**src/hw/rtl/act_pkg.sv**
```systemverilog
`timescale 1ns / 1ps
`default_nettype none

package act_pkg;

    // Field widths fixed by the interface
    localparam int TIME_W = 40;
    localparam int ANG_W = 4;
    localparam int FUNC_W = 2;
    localparam int STAT_W = 3;

    // Default table depth
    localparam int DEF_MAX_CUTS = 16;

    // Configuration register indexes
    localparam logic [1:0] REG_RANGE_START = 2'd0;
    localparam logic [1:0] REG_RANGE_END = 2'd1;
    localparam logic [1:0] REG_INIT_ANGLE = 2'd2;
    localparam logic [1:0] REG_MIN_DUR = 2'd3;

    typedef enum logic [FUNC_W-1:0] {
        FN_SWITCH = 2'd0,
        FN_QUERY = 2'd1,
        FN_LIST = 2'd2,
        FN_CLEAR = 2'd3
    } func_t;

    typedef enum logic [STAT_W-1:0] {
        ST_APPLIED = 3'd0,
        ST_NOOP = 3'd1,
        ST_CLOSE = 3'd2,
        ST_RANGE = 3'd3,
        ST_FULL = 3'd4,
        ST_OK = 3'd5
    } st_t;

    // Datapath operations, one per cycle
    typedef enum logic [4:0] {
        OP_NONE,
        OP_LOAD,
        OP_CLEAR,
        OP_FIND_INIT,
        OP_FIND_RD,
        OP_FIND_STEP,
        OP_EMPTY0,
        OP_EMPTY1,
        OP_OVER,
        OP_SHIFT_INIT,
        OP_SHIFT_RD,
        OP_SHIFT_WR,
        OP_INSERT,
        OP_MRG_RD0,
        OP_MRG_INIT,
        OP_MRG_RD,
        OP_MRG_STEP,
        OP_MRG_END,
        OP_LIST_INIT,
        OP_LIST_RD,
        OP_LIST_STEP
    } dp_op_t;

    // Which fields a result word carries
    typedef enum logic [2:0] {
        FMT_NONE,
        FMT_QUERY,
        FMT_LIST_EMPTY,
        FMT_LIST_MID,
        FMT_LIST_LAST
    } fmt_t;

    typedef struct packed {
        dp_op_t op;
        logic emit;
        st_t emit_st;
        fmt_t fmt;
    } cmd_t;

    typedef struct packed {
        func_t func;
        logic sw_range;
        logic time_out;
        logic list_bad;
        logic count_zero;
        logic find_more;
        logic more;
        logic ptr_zero;
        logic shift_end;
        logic sw_over;
        logic empty_single;
        logic out_busy;
        st_t sw_code;
        st_t empty_code;
    } stat_t;

endpackage

`default_nettype wire

```
**src/hw/rtl/act_dp.sv**
```systemverilog
`timescale 1ns / 1ps
`default_nettype none

module act_dp #(
    parameter int MAX_CUTS = act_pkg::DEF_MAX_CUTS
) (
    input wire logic aclk,
    input wire logic aresetn,
    input wire act_pkg::cmd_t cmd,
    output act_pkg::stat_t stat,
    input wire logic [act_pkg::TIME_W-1:0] range_start,
    input wire logic [act_pkg::TIME_W-1:0] range_end,
    input wire logic [act_pkg::ANG_W-1:0] initial_angle,
    input wire logic [act_pkg::TIME_W-1:0] min_duration,
    input wire logic [act_pkg::FUNC_W-1:0] in_func,
    input wire logic [act_pkg::ANG_W-1:0] in_angle,
    input wire logic [act_pkg::TIME_W-1:0] in_time,
    input wire logic out_ready,
    output logic out_valid,
    output logic [act_pkg::STAT_W-1:0] out_status,
    output logic [act_pkg::ANG_W-1:0] out_angle,
    output logic [act_pkg::TIME_W-1:0] out_start,
    output logic [act_pkg::TIME_W-1:0] out_end,
    output logic out_last
);

    localparam int IW = $clog2(MAX_CUTS);
    localparam int CW = $clog2(MAX_CUTS + 1);
    localparam int TW = act_pkg::TIME_W;
    localparam int AW = act_pkg::ANG_W;

    // Cut table
    logic [TW-1:0] mem_start [MAX_CUTS];
    logic [AW-1:0] mem_angle [MAX_CUTS];

    act_pkg::func_t func_reg;
    logic [AW-1:0] ang_reg;
    logic [TW-1:0] t_reg;
    logic [CW-1:0] count_reg, count_next;
    logic [CW-1:0] ptr_reg, ptr_next;
    logic [CW-1:0] w_reg, w_next;
    logic [IW-1:0] idx_reg, idx_next;
    logic [TW-1:0] ist_reg, ist_next;
    logic [AW-1:0] iang_reg, iang_next;
    logic [TW-1:0] iend_reg, iend_next;
    logic stop_reg, stop_next;
    logic [AW-1:0] last_ang_reg, last_ang_next;
    logic [TW-1:0] cur_start_reg, cur_start_next;
    logic [AW-1:0] cur_angle_reg, cur_angle_next;
    logic [TW-1:0] rd_start_reg;
    logic [AW-1:0] rd_angle_reg;

    logic rd_en;
    logic [IW-1:0] raddr;
    logic wr_en;
    logic [IW-1:0] waddr;
    logic [TW-1:0] wstart;
    logic [AW-1:0] wangle;

    logic range_bad, time_out, near_close, empty_close;
    logic [IW-1:0] idx_plus;

    // Range and time checks
    always_comb begin
        range_bad = (range_end < range_start) || ((range_end - range_start) < min_duration);
        time_out = (t_reg < range_start) || (t_reg >= range_end);
        empty_close = ((t_reg - range_start) < min_duration)
                   || ((range_end - t_reg) < min_duration);
        near_close = (t_reg < ist_reg) || ((t_reg - ist_reg) < min_duration)
                  || (iend_reg < t_reg) || ((iend_reg - t_reg) < min_duration);
        idx_plus = idx_reg + IW'(1);
    end

    // Status toward the controller
    always_comb begin
        stat.func = func_reg;
        stat.sw_range = range_bad || time_out;
        stat.time_out = time_out;
        stat.list_bad = (range_end <= range_start);
        stat.count_zero = (count_reg == '0);
        stat.find_more = !stop_reg && (ptr_reg < count_reg);
        stat.more = (ptr_reg < count_reg);
        stat.ptr_zero = (ptr_reg == '0);
        stat.shift_end = (ptr_reg == (CW'(idx_reg) + CW'(1)));
        stat.out_busy = out_valid;
        stat.empty_single = (t_reg == range_start);
        priority if (ang_reg == initial_angle) begin
            stat.empty_code = act_pkg::ST_NOOP;
        end else if (t_reg == range_start) begin
            stat.empty_code = act_pkg::ST_APPLIED;
        end else if (empty_close) begin
            stat.empty_code = act_pkg::ST_CLOSE;
        end else begin
            stat.empty_code = act_pkg::ST_APPLIED;
        end
        stat.sw_over = (t_reg == ist_reg);
        priority if (iang_reg == ang_reg) begin
            stat.sw_code = act_pkg::ST_NOOP;
        end else if (t_reg == ist_reg) begin
            stat.sw_code = act_pkg::ST_APPLIED;
        end else if (near_close) begin
            stat.sw_code = act_pkg::ST_CLOSE;
        end else if (count_reg >= CW'(MAX_CUTS)) begin
            stat.sw_code = act_pkg::ST_FULL;
        end else begin
            stat.sw_code = act_pkg::ST_APPLIED;
        end
    end

    // Execute the commanded operation
    always_comb begin
        count_next = count_reg;
        ptr_next = ptr_reg;
        w_next = w_reg;
        idx_next = idx_reg;
        ist_next = ist_reg;
        iang_next = iang_reg;
        iend_next = iend_reg;
        stop_next = stop_reg;
        last_ang_next = last_ang_reg;
        cur_start_next = cur_start_reg;
        cur_angle_next = cur_angle_reg;
        rd_en = 1'b0;
        raddr = ptr_reg[IW-1:0];
        wr_en = 1'b0;
        waddr = idx_reg;
        wstart = t_reg;
        wangle = ang_reg;
        unique case (cmd.op)
            act_pkg::OP_CLEAR: begin
                count_next = '0;
            end
            act_pkg::OP_FIND_INIT: begin
                ptr_next = '0;
                stop_next = 1'b0;
                iend_next = range_end;
            end
            act_pkg::OP_FIND_RD, act_pkg::OP_MRG_RD, act_pkg::OP_LIST_RD: begin
                rd_en = 1'b1;
            end
            act_pkg::OP_FIND_STEP: begin
                if (ptr_reg == '0 || rd_start_reg <= t_reg) begin
                    ist_next = rd_start_reg;
                    iang_next = rd_angle_reg;
                    idx_next = ptr_reg[IW-1:0];
                end else begin
                    iend_next = rd_start_reg;
                    stop_next = 1'b1;
                end
                ptr_next = ptr_reg + CW'(1);
            end
            act_pkg::OP_EMPTY0: begin
                wr_en = 1'b1;
                waddr = '0;
                wstart = range_start;
                if (t_reg == range_start) begin
                    wangle = ang_reg;
                    count_next = CW'(1);
                end else begin
                    wangle = initial_angle;
                end
            end
            act_pkg::OP_EMPTY1: begin
                wr_en = 1'b1;
                waddr = IW'(1);
                count_next = CW'(2);
            end
            act_pkg::OP_OVER: begin
                wr_en = 1'b1;
                wstart = ist_reg;
            end
            act_pkg::OP_SHIFT_INIT: begin
                ptr_next = count_reg;
            end
            act_pkg::OP_SHIFT_RD: begin
                rd_en = 1'b1;
                raddr = IW'(ptr_reg - CW'(1));
            end
            act_pkg::OP_SHIFT_WR: begin
                wr_en = 1'b1;
                waddr = ptr_reg[IW-1:0];
                wstart = rd_start_reg;
                wangle = rd_angle_reg;
                ptr_next = ptr_reg - CW'(1);
            end
            act_pkg::OP_INSERT: begin
                wr_en = 1'b1;
                waddr = idx_plus;
                count_next = count_reg + CW'(1);
            end
            act_pkg::OP_MRG_RD0: begin
                rd_en = 1'b1;
                raddr = '0;
                ptr_next = CW'(1);
                w_next = CW'(1);
            end
            act_pkg::OP_MRG_INIT: begin
                last_ang_next = rd_angle_reg;
            end
            act_pkg::OP_MRG_STEP: begin
                // Keep the entry only where the angle changes
                if (rd_angle_reg != last_ang_reg) begin
                    wr_en = 1'b1;
                    waddr = w_reg[IW-1:0];
                    wstart = rd_start_reg;
                    wangle = rd_angle_reg;
                    w_next = w_reg + CW'(1);
                    last_ang_next = rd_angle_reg;
                end
                ptr_next = ptr_reg + CW'(1);
            end
            act_pkg::OP_MRG_END: begin
                count_next = w_reg;
            end
            act_pkg::OP_LIST_INIT: begin
                ptr_next = '0;
            end
            act_pkg::OP_LIST_STEP: begin
                cur_start_next = rd_start_reg;
                cur_angle_next = rd_angle_reg;
                ptr_next = ptr_reg + CW'(1);
            end
            default: begin
            end
        endcase
    end

    // Table storage with registered read
    always_ff @(posedge aclk) begin
        if (wr_en) begin
            mem_start[waddr] <= wstart;
            mem_angle[waddr] <= wangle;
        end
        if (rd_en) begin
            rd_start_reg <= mem_start[raddr];
            rd_angle_reg <= mem_angle[raddr];
        end
    end

    // Working registers
    always_ff @(posedge aclk) begin
        if (!aresetn) begin
            count_reg <= '0;
        end else begin
            count_reg <= count_next;
        end
        ptr_reg <= ptr_next;
        w_reg <= w_next;
        idx_reg <= idx_next;
        ist_reg <= ist_next;
        iang_reg <= iang_next;
        iend_reg <= iend_next;
        stop_reg <= stop_next;
        last_ang_reg <= last_ang_next;
        cur_start_reg <= cur_start_next;
        cur_angle_reg <= cur_angle_next;
        if (cmd.op == act_pkg::OP_LOAD) begin
            func_reg <= act_pkg::func_t'(in_func);
            ang_reg <= in_angle;
            t_reg <= in_time;
        end
    end

    // Result word register
    always_ff @(posedge aclk) begin
        if (!aresetn) begin
            out_valid <= 1'b0;
        end else if (cmd.emit) begin
            out_valid <= 1'b1;
        end else if (out_ready) begin
            out_valid <= 1'b0;
        end
        if (cmd.emit) begin
            out_status <= cmd.emit_st;
            out_last <= 1'b1;
            out_angle <= '0;
            out_start <= '0;
            out_end <= '0;
            unique case (cmd.fmt)
                act_pkg::FMT_QUERY: begin
                    out_angle <= (count_reg == '0) ? initial_angle : iang_reg;
                end
                act_pkg::FMT_LIST_EMPTY: begin
                    out_angle <= initial_angle;
                    out_start <= range_start;
                    out_end <= range_end;
                end
                act_pkg::FMT_LIST_MID: begin
                    out_angle <= cur_angle_reg;
                    out_start <= cur_start_reg;
                    out_end <= rd_start_reg;
                    out_last <= 1'b0;
                end
                act_pkg::FMT_LIST_LAST: begin
                    out_angle <= cur_angle_reg;
                    out_start <= cur_start_reg;
                    out_end <= range_end;
                end
                default: begin
                end
            endcase
        end
    end

endmodule

`default_nettype wire

```
**src/hw/rtl/act_ctrl.sv**
```systemverilog
`timescale 1ns / 1ps
`default_nettype none

module act_ctrl (
    input wire logic aclk,
    input wire logic aresetn,
    input wire logic in_valid,
    output logic in_ready,
    input wire act_pkg::stat_t stat,
    output act_pkg::cmd_t cmd
);

    typedef enum logic [14:0] {
        S_IDLE = 15'h0001,
        S_DISP = 15'h0002,
        S_FIND_RD = 15'h0004,
        S_FIND_DAT = 15'h0008,
        S_DECIDE = 15'h0010,
        S_EMPTY1 = 15'h0020,
        S_SHIFT_RD = 15'h0040,
        S_SHIFT_WR = 15'h0080,
        S_MRG_RD0 = 15'h0100,
        S_MRG_INIT = 15'h0200,
        S_MRG_RD = 15'h0400,
        S_MRG_DAT = 15'h0800,
        S_LIST_RD = 15'h1000,
        S_LIST_DAT = 15'h2000,
        S_LIST_WAIT = 15'h4000
    } state_t;

    state_t state_reg, state_next;

    always_comb begin
        in_ready = (state_reg == S_IDLE) && !stat.out_busy;
    end

    // Sequence one item through the table
    always_comb begin
        state_next = state_reg;
        cmd.op = act_pkg::OP_NONE;
        cmd.emit = 1'b0;
        cmd.emit_st = act_pkg::ST_OK;
        cmd.fmt = act_pkg::FMT_NONE;
        unique case (state_reg)
            S_IDLE: begin
                if (in_valid && !stat.out_busy) begin
                    cmd.op = act_pkg::OP_LOAD;
                    state_next = S_DISP;
                end
            end
            S_DISP: begin
                state_next = S_IDLE;
                unique case (stat.func)
                    act_pkg::FN_SWITCH: begin
                        priority if (stat.sw_range) begin
                            cmd.emit = 1'b1;
                            cmd.emit_st = act_pkg::ST_RANGE;
                        end else if (stat.count_zero) begin
                            if (stat.empty_code != act_pkg::ST_APPLIED) begin
                                cmd.emit = 1'b1;
                                cmd.emit_st = stat.empty_code;
                            end else begin
                                cmd.op = act_pkg::OP_EMPTY0;
                                if (stat.empty_single) begin
                                    cmd.emit = 1'b1;
                                    cmd.emit_st = act_pkg::ST_APPLIED;
                                end else begin
                                    state_next = S_EMPTY1;
                                end
                            end
                        end else begin
                            cmd.op = act_pkg::OP_FIND_INIT;
                            state_next = S_FIND_RD;
                        end
                    end
                    act_pkg::FN_QUERY: begin
                        priority if (stat.time_out) begin
                            cmd.emit = 1'b1;
                            cmd.emit_st = act_pkg::ST_RANGE;
                        end else if (stat.count_zero) begin
                            cmd.emit = 1'b1;
                            cmd.fmt = act_pkg::FMT_QUERY;
                        end else begin
                            cmd.op = act_pkg::OP_FIND_INIT;
                            state_next = S_FIND_RD;
                        end
                    end
                    act_pkg::FN_LIST: begin
                        priority if (stat.list_bad) begin
                            cmd.emit = 1'b1;
                            cmd.emit_st = act_pkg::ST_RANGE;
                        end else if (stat.count_zero) begin
                            cmd.emit = 1'b1;
                            cmd.fmt = act_pkg::FMT_LIST_EMPTY;
                        end else begin
                            cmd.op = act_pkg::OP_LIST_INIT;
                            state_next = S_LIST_RD;
                        end
                    end
                    act_pkg::FN_CLEAR: begin
                        cmd.op = act_pkg::OP_CLEAR;
                        cmd.emit = 1'b1;
                    end
                    default: begin
                    end
                endcase
            end
            S_FIND_RD: begin
                if (stat.find_more) begin
                    cmd.op = act_pkg::OP_FIND_RD;
                    state_next = S_FIND_DAT;
                end else begin
                    state_next = S_DECIDE;
                end
            end
            S_FIND_DAT: begin
                cmd.op = act_pkg::OP_FIND_STEP;
                state_next = S_FIND_RD;
            end
            S_DECIDE: begin
                priority if (stat.func == act_pkg::FN_QUERY) begin
                    cmd.emit = 1'b1;
                    cmd.fmt = act_pkg::FMT_QUERY;
                    state_next = S_IDLE;
                end else if (stat.sw_code != act_pkg::ST_APPLIED) begin
                    cmd.emit = 1'b1;
                    cmd.emit_st = stat.sw_code;
                    state_next = S_IDLE;
                end else if (stat.sw_over) begin
                    cmd.op = act_pkg::OP_OVER;
                    state_next = S_MRG_RD0;
                end else begin
                    cmd.op = act_pkg::OP_SHIFT_INIT;
                    state_next = S_SHIFT_RD;
                end
            end
            S_EMPTY1: begin
                cmd.op = act_pkg::OP_EMPTY1;
                cmd.emit = 1'b1;
                cmd.emit_st = act_pkg::ST_APPLIED;
                state_next = S_IDLE;
            end
            S_SHIFT_RD: begin
                if (stat.shift_end) begin
                    cmd.op = act_pkg::OP_INSERT;
                    state_next = S_MRG_RD0;
                end else begin
                    cmd.op = act_pkg::OP_SHIFT_RD;
                    state_next = S_SHIFT_WR;
                end
            end
            S_SHIFT_WR: begin
                cmd.op = act_pkg::OP_SHIFT_WR;
                state_next = S_SHIFT_RD;
            end
            S_MRG_RD0: begin
                cmd.op = act_pkg::OP_MRG_RD0;
                state_next = S_MRG_INIT;
            end
            S_MRG_INIT: begin
                cmd.op = act_pkg::OP_MRG_INIT;
                state_next = S_MRG_RD;
            end
            S_MRG_RD: begin
                if (stat.more) begin
                    cmd.op = act_pkg::OP_MRG_RD;
                    state_next = S_MRG_DAT;
                end else begin
                    cmd.op = act_pkg::OP_MRG_END;
                    cmd.emit = 1'b1;
                    cmd.emit_st = act_pkg::ST_APPLIED;
                    state_next = S_IDLE;
                end
            end
            S_MRG_DAT: begin
                cmd.op = act_pkg::OP_MRG_STEP;
                state_next = S_MRG_RD;
            end
            S_LIST_RD: begin
                cmd.op = act_pkg::OP_LIST_RD;
                state_next = S_LIST_DAT;
            end
            S_LIST_DAT: begin
                // Emit the previous cut once the next start is known
                cmd.op = act_pkg::OP_LIST_STEP;
                if (!stat.ptr_zero) begin
                    cmd.emit = 1'b1;
                    cmd.fmt = act_pkg::FMT_LIST_MID;
                end
                state_next = S_LIST_WAIT;
            end
            S_LIST_WAIT: begin
                if (!stat.out_busy) begin
                    if (stat.more) begin
                        state_next = S_LIST_RD;
                    end else begin
                        cmd.emit = 1'b1;
                        cmd.fmt = act_pkg::FMT_LIST_LAST;
                        state_next = S_IDLE;
                    end
                end
            end
            default: begin
                state_next = S_IDLE;
            end
        endcase
    end

    always_ff @(posedge aclk) begin
        if (!aresetn) begin
            state_reg <= S_IDLE;
        end else begin
            state_reg <= state_next;
        end
    end

endmodule

`default_nettype wire

```
**src/hw/rtl/angle_cut_table.sv**
```systemverilog
`timescale 1ns / 1ps
`default_nettype none

// Angle cut table: a time-sorted list of up to MAX_CUTS cut points.
// Input stream s_*: one command word per transfer (switch, query, list, clear).
// Result stream m_*: one word per switch, query or clear; a list gives one word
// per stored cut (one if empty), with m_tlast on the final word of each command.
// APB port: range_start, range_end, initial_angle, min_duration at 8-byte
// steps; write only while the block is idle.
// A command is walked by the sequencer over the single read port of the table
// memory. A query searches the stored cuts; a switch with insert searches,
// then shifts the later entries up, then merges runs of equal angle. Clear
// and commands rejected before the search are answered from the dispatch
// state.
// One command is worked on at a time; s_tready is low while busy or while a
// result word waits in the output register.
// A stalled receiver holds the result word; listing pauses until each word
// is taken. Reset empties the table and zeroes the configuration registers;
// no clearing pass is needed.
module angle_cut_table #(
    parameter int MAX_CUTS = act_pkg::DEF_MAX_CUTS
) (
    input wire logic aclk,
    input wire logic aresetn,
    input wire logic s_tvalid,
    output logic s_tready,
    input wire logic [47:0] s_tdata,  // new_angle[3:0], time_us[43:4], zero pad
    input wire logic [1:0] s_tuser,   // func[1:0]
    output logic m_tvalid,
    input wire logic m_tready,
    output logic [87:0] m_tdata,      // status[2:0], angle_out[6:3],
                                      // span_start[46:7], span_end[86:47], pad
    output logic m_tlast,
    input wire logic psel,
    input wire logic penable,
    input wire logic pwrite,
    input wire logic [4:0] paddr,
    input wire logic [63:0] pwdata,
    output logic [63:0] prdata,
    output logic pready
);

    localparam int TW = act_pkg::TIME_W;
    localparam int AW = act_pkg::ANG_W;

    logic [TW-1:0] range_start_reg;
    logic [TW-1:0] range_end_reg;
    logic [AW-1:0] init_angle_reg;
    logic [TW-1:0] min_dur_reg;
    logic [1:0] reg_index;

    act_pkg::cmd_t cmd;
    act_pkg::stat_t stat;

    logic [act_pkg::STAT_W-1:0] out_status;
    logic [AW-1:0] out_angle;
    logic [TW-1:0] out_start;
    logic [TW-1:0] out_end;

    assign pready = 1'b1;
    assign reg_index = paddr[4:3];

    // Register writes
    always_ff @(posedge aclk) begin
        if (!aresetn) begin
            range_start_reg <= '0;
            range_end_reg <= '0;
            init_angle_reg <= '0;
            min_dur_reg <= '0;
        end else if (psel && penable && pwrite && pready) begin
            unique case (reg_index)
                act_pkg::REG_RANGE_START: range_start_reg <= pwdata[TW-1:0];
                act_pkg::REG_RANGE_END: range_end_reg <= pwdata[TW-1:0];
                act_pkg::REG_INIT_ANGLE: init_angle_reg <= pwdata[AW-1:0];
                act_pkg::REG_MIN_DUR: min_dur_reg <= pwdata[TW-1:0];
                default: begin
                end
            endcase
        end
    end

    // Register reads
    always_comb begin
        unique case (reg_index)
            act_pkg::REG_RANGE_START: prdata = {{(64-TW){1'b0}}, range_start_reg};
            act_pkg::REG_RANGE_END: prdata = {{(64-TW){1'b0}}, range_end_reg};
            act_pkg::REG_INIT_ANGLE: prdata = {{(64-AW){1'b0}}, init_angle_reg};
            act_pkg::REG_MIN_DUR: prdata = {{(64-TW){1'b0}}, min_dur_reg};
            default: prdata = '0;
        endcase
    end

    act_ctrl u_ctrl (
        .aclk(aclk),
        .aresetn(aresetn),
        .in_valid(s_tvalid),
        .in_ready(s_tready),
        .stat(stat),
        .cmd(cmd)
    );

    act_dp #(
        .MAX_CUTS(MAX_CUTS)
    ) u_dp (
        .aclk(aclk),
        .aresetn(aresetn),
        .cmd(cmd),
        .stat(stat),
        .range_start(range_start_reg),
        .range_end(range_end_reg),
        .initial_angle(init_angle_reg),
        .min_duration(min_dur_reg),
        .in_func(s_tuser),
        .in_angle(s_tdata[3:0]),
        .in_time(s_tdata[43:4]),
        .out_ready(m_tready),
        .out_valid(m_tvalid),
        .out_status(out_status),
        .out_angle(out_angle),
        .out_start(out_start),
        .out_end(out_end),
        .out_last(m_tlast)
    );

    assign m_tdata = {1'b0, out_end, out_start, out_angle, out_status};

endmodule

`default_nettype wire
```
**config.mk**
```make
export PLATFORM = sky130hd
export DESIGN_NAME = angle_cut_table
export DESIGN_NICKNAME = d
export VERILOG_FILES = /design/src/hw/rtl/act_pkg.sv /design/src/hw/rtl/act_dp.sv /design/src/hw/rtl/act_ctrl.sv /design/src/hw/rtl/angle_cut_table.sv
export SDC_FILE = /design/constraint.sdc
export NUM_CORES = 2
export LEC_CHECK = 0
export BUFFER_PORTS_ARGS = -buffer_cell sky130_fd_sc_hd__clkbuf_2
export CORE_MARGIN = 1.5
export CORE_UTILIZATION = 55
export DETAILED_ROUTE_END_ITERATION = 12
export GPL_TIMING_DRIVEN = 0
export PLACE_DENSITY = 0.83
export REMOVE_ABC_BUFFERS = 1
export SLEW_MARGIN = 30
export SYNTH_ARGS = -nofsm -noshare
export SYNTH_HDL_FRONTEND = slang
export SYNTH_SLANG_ARGS = --single-unit
```
**constraint.sdc**
```tcl
create_clock -name aclk -period 18.6 [get_ports aclk]
set_input_delay 4.65 -clock aclk [delete_from_list [all_inputs] [get_ports aclk]]
set_output_delay 4.65 -clock aclk [all_outputs]
set_load 0.02 [all_outputs]
```
==> results.json <==
{
  "cp_max_fo": 20,
  "syn_area_per_cell_um2": 10.6,
  "fin_area_mm2": 0.0728,
  "fillers": 8309,
  "cts_buffers": 112,
  "worst_slew_pin_slew_ps": 1070,
  "globalRouteTotalUtil_pct": 35.2,
  "top_register": "u_dp.mem_start",
  "dp_hpwl_um": 153000,
  "start_util_pct": 55.6,
  "setup_ws_ps": 7670,
  "yosys_register_bits": 1174,
  "cts.clk_slew.worst_paths_ps": 60,
  "cts_htree_levels": 3,
  "dr.pass1.iters": 9,
  "ir_drop_v": 0.0000757,
  "rsz0062_at_grt": "no",
  "synth.area.top_cells": "edfxtp_1 (48%), ha_1 (8.8%), nand2_1 (6.9%)",
  "syn2layout_area_growth_pct": 14.2,
  "cap_violations": 0,
  "grt_max_degree": 101,
  "ys_warn_count": 0,
  "yosysSeqAreaShare_pct": 53.0,
  "core_mm2": 0.115,
  "max_stage_delay_ps": 510,
  "largest_register_ffs": 640,
  "root_buffer": "clkbuf_16",
  "syn_inst": 6035,
  "hold_path.class": "reg2reg",
  "die_height_um": 343,
  "end_kind": "primary output",
  "pwr-share-seq_pct": 49.8,
  "n_antenna_cell": 0,
  "viasPerCell": 6.66,
  "antenna_found_initial": 6,
  "ys_types": 82,
  "synth.most_common_cell": "nand2_1",
  "num_rows": 124,
  "synth-async-reset-ratio_pct": 0,
  "cts_resized": 0,
  "tns_ps": 0,
  "yosys.area.top_type_share_pct": 48.5,
  "synth_edf_count": 1029,
  "drt-total-wl_um": 213000,
  "arrival_ps": 6280,
  "drtIter0Drc": 6943,
  "ios": 282,
  "fmax_ghz": 0.0915,
  "p_leak_nw": 27.8,
  "antenna_left": 0,
  "post_cts_buffers": 0,
  "overflow": 0,
  "setup_viol": 0,
  "cp_cell_sequence": "clkbuf_4, nor2_4, buf_16, a22o_1, clkbuf_2",
  "io_buffers": 224,
  "gp_congestion": 0.987,
  "skew_ps": 72.1,
  "layout-drive-gt1-share_pct": 11.5,
  "clock_power_share_pct": 38.6,
  "reg_top3": "u_dp.mem_start (640), u_dp.mem_angle (64)",
  "report.final.slew_viol_count": 0,
  "p_int_mw": 4.37,
  "grt_pass1_wl_um": 310000,
  "synth_area_mm2": 0.0638,
  "dieArea_mm2": 0.118,
  "timing_hold_violations_final": 0,
  "num_vias": 52306,
  "place_ws_ps": 7720,
  "p_comb_share_pct": 11.6,
  "clockBufferDepth": 3,
  "max-slew-margin-rel_pct": 28.1,
  "netSwitchingPower_mw": 1.48,
  "p_per_area_mw_per_mm2": 80.4,
  "clock-sinks": 1174,
  "critPathRequiredTime_ps": 13950,
  "p_sw_share_pct": 25.3,
  "synth_top_cell_by_area": "edfxtp_1",
  "crit_type": "in2out",
  "cp_slowest_cell": "nor2_4",
  "first_global_vias": 50596,
  "clk_latency_ps": 770,
  "min_period_over_period_pct": 58.8,
  "start_kind": "input port",
  "nets": 6830,
  "hold_buffers": 0,
  "drcViolationCount": 0,
  "routedWlPerCell_um": 27.1,
  "synth_flop_cell": "edfxtp_1",
  "synthTopCellsByCount": "nand2_1 (1176), edfxtp_1 (1029), a21oi_1 (504)",
  "cts_tree": "built",
  "status": "complete, no violations",
  "postPlaceCellArea_mm2": 0.0692,
  "fin_crit_ps": 10930,
  "die_x_um": 343
}
## cell usage in the layout (no fill, tap or decap), drive strengths merged, types with 138 or more instances in the layout
cell type and instances:
a21o 141, a21oi 504, and3 161, buf 157, clkbuf 371, dfxtp 145
edfxtp 1029, ha 450, inv 235, nand2 1176, nand3 158, nor2 229
o21ai 179, xnor2 138
## cell type report
cell class | count | area, µm² | share of cell area [%]
tap | 1512 | 1890 | 2.60
clock buffer | 147 | 2970 | 4.07
multi-input combinational | 4348 | 28400 | 39.0
sequential | 1174 | 33800 | 46.4
inverter | 232 | 881 | 1.21
timing repair buffer | 381 | 4230 | 5.81
clock inverter | 64 | 611 | 0.839
## cell families (layout without fill, tap and decap cells)
kind of cell             after synthesis  in the layout  share of synthesized area [%]
AO/OA/AOI/OAI                       1495           1495                           15.5
XOR/XNOR                             199            199                           2.73
adder cells (fa/ha/maj)              455            455                           8.99
buffers and inverters                537            824                           3.36
flip-flops                          1174           1174                           53.0
multiplexers                          93             93                           1.69
other                                  2             26                         0.0118
AND/OR/NAND/NOR                     2080           2080                           14.7
## layer usage
| layer | share of wire (%) | GRT usage, % | up-vias |
|---|---|---|---|
| met3 | 11 | 6.21 | 731 |
| met1 | 37 | 45.8 | 25029 |
| met2 | 45 | 55.8 | 3684 |
| met4 | 6.3 | 20.0 | 4 |
| li1 | - | - | 22858 |
| met5 | 0.011 | 0 | - |
## worst paths after layout
check / startpoint / cells after the start / slack [ps] / to
max: paddr[3] / 5 / 7670 / prdata[27]
min: min_dur_reg[27]$_SDFFE_PN0P_ / 2 / 470 / min_dur_reg[27]$_SDFFE_PN0P_
max reg2reg: u_dp.t_reg[1]$_DFFE_PN_ / 28 / 8200 / u_dp.rd_start_reg[5]$_DFFE_PP_
min reg2reg: min_dur_reg[27]$_SDFFE_PN0P_ / 2 / 470 / min_dur_reg[27]$_SDFFE_PN0P_
## power by group through the flow
stage / Combinational (mW) / Sequential [mW] / Clock (mW)
6_report: 0.679 / 2.91 / 2.26
5_1_grt: 0.746 / 2.91 / 2.36
4_1_cts: 0.662 / 2.91 / 2.26
3_5_place_dp: 0.656 / 2.97 / 0
3_3_place_gp: 0.626 / 2.97 / 0
2_1_floorplan: 0.461 / 2.95 / 0
## worst max-delay path: cells and delay by family
family	cells	cell delay (ps)
AO/OA/AOI/OAI	1	320
AND/OR/NAND/NOR	1	510
buffers and inverters	3	740
## stage by stage
step	util, %	hold slack (ps)	power (mW)	cells
after floorplan	-	446	3.41	5754
after global placement	57.2	451	3.60	7490
after detailed placement	60.3	460	3.62	7647
after CTS	63.4	468	5.84	7858
after global routing	63.5	491	6.02	7858
final	63.5	471	5.85	7858
Note: power is estimated with default switching activity, not from simulation.
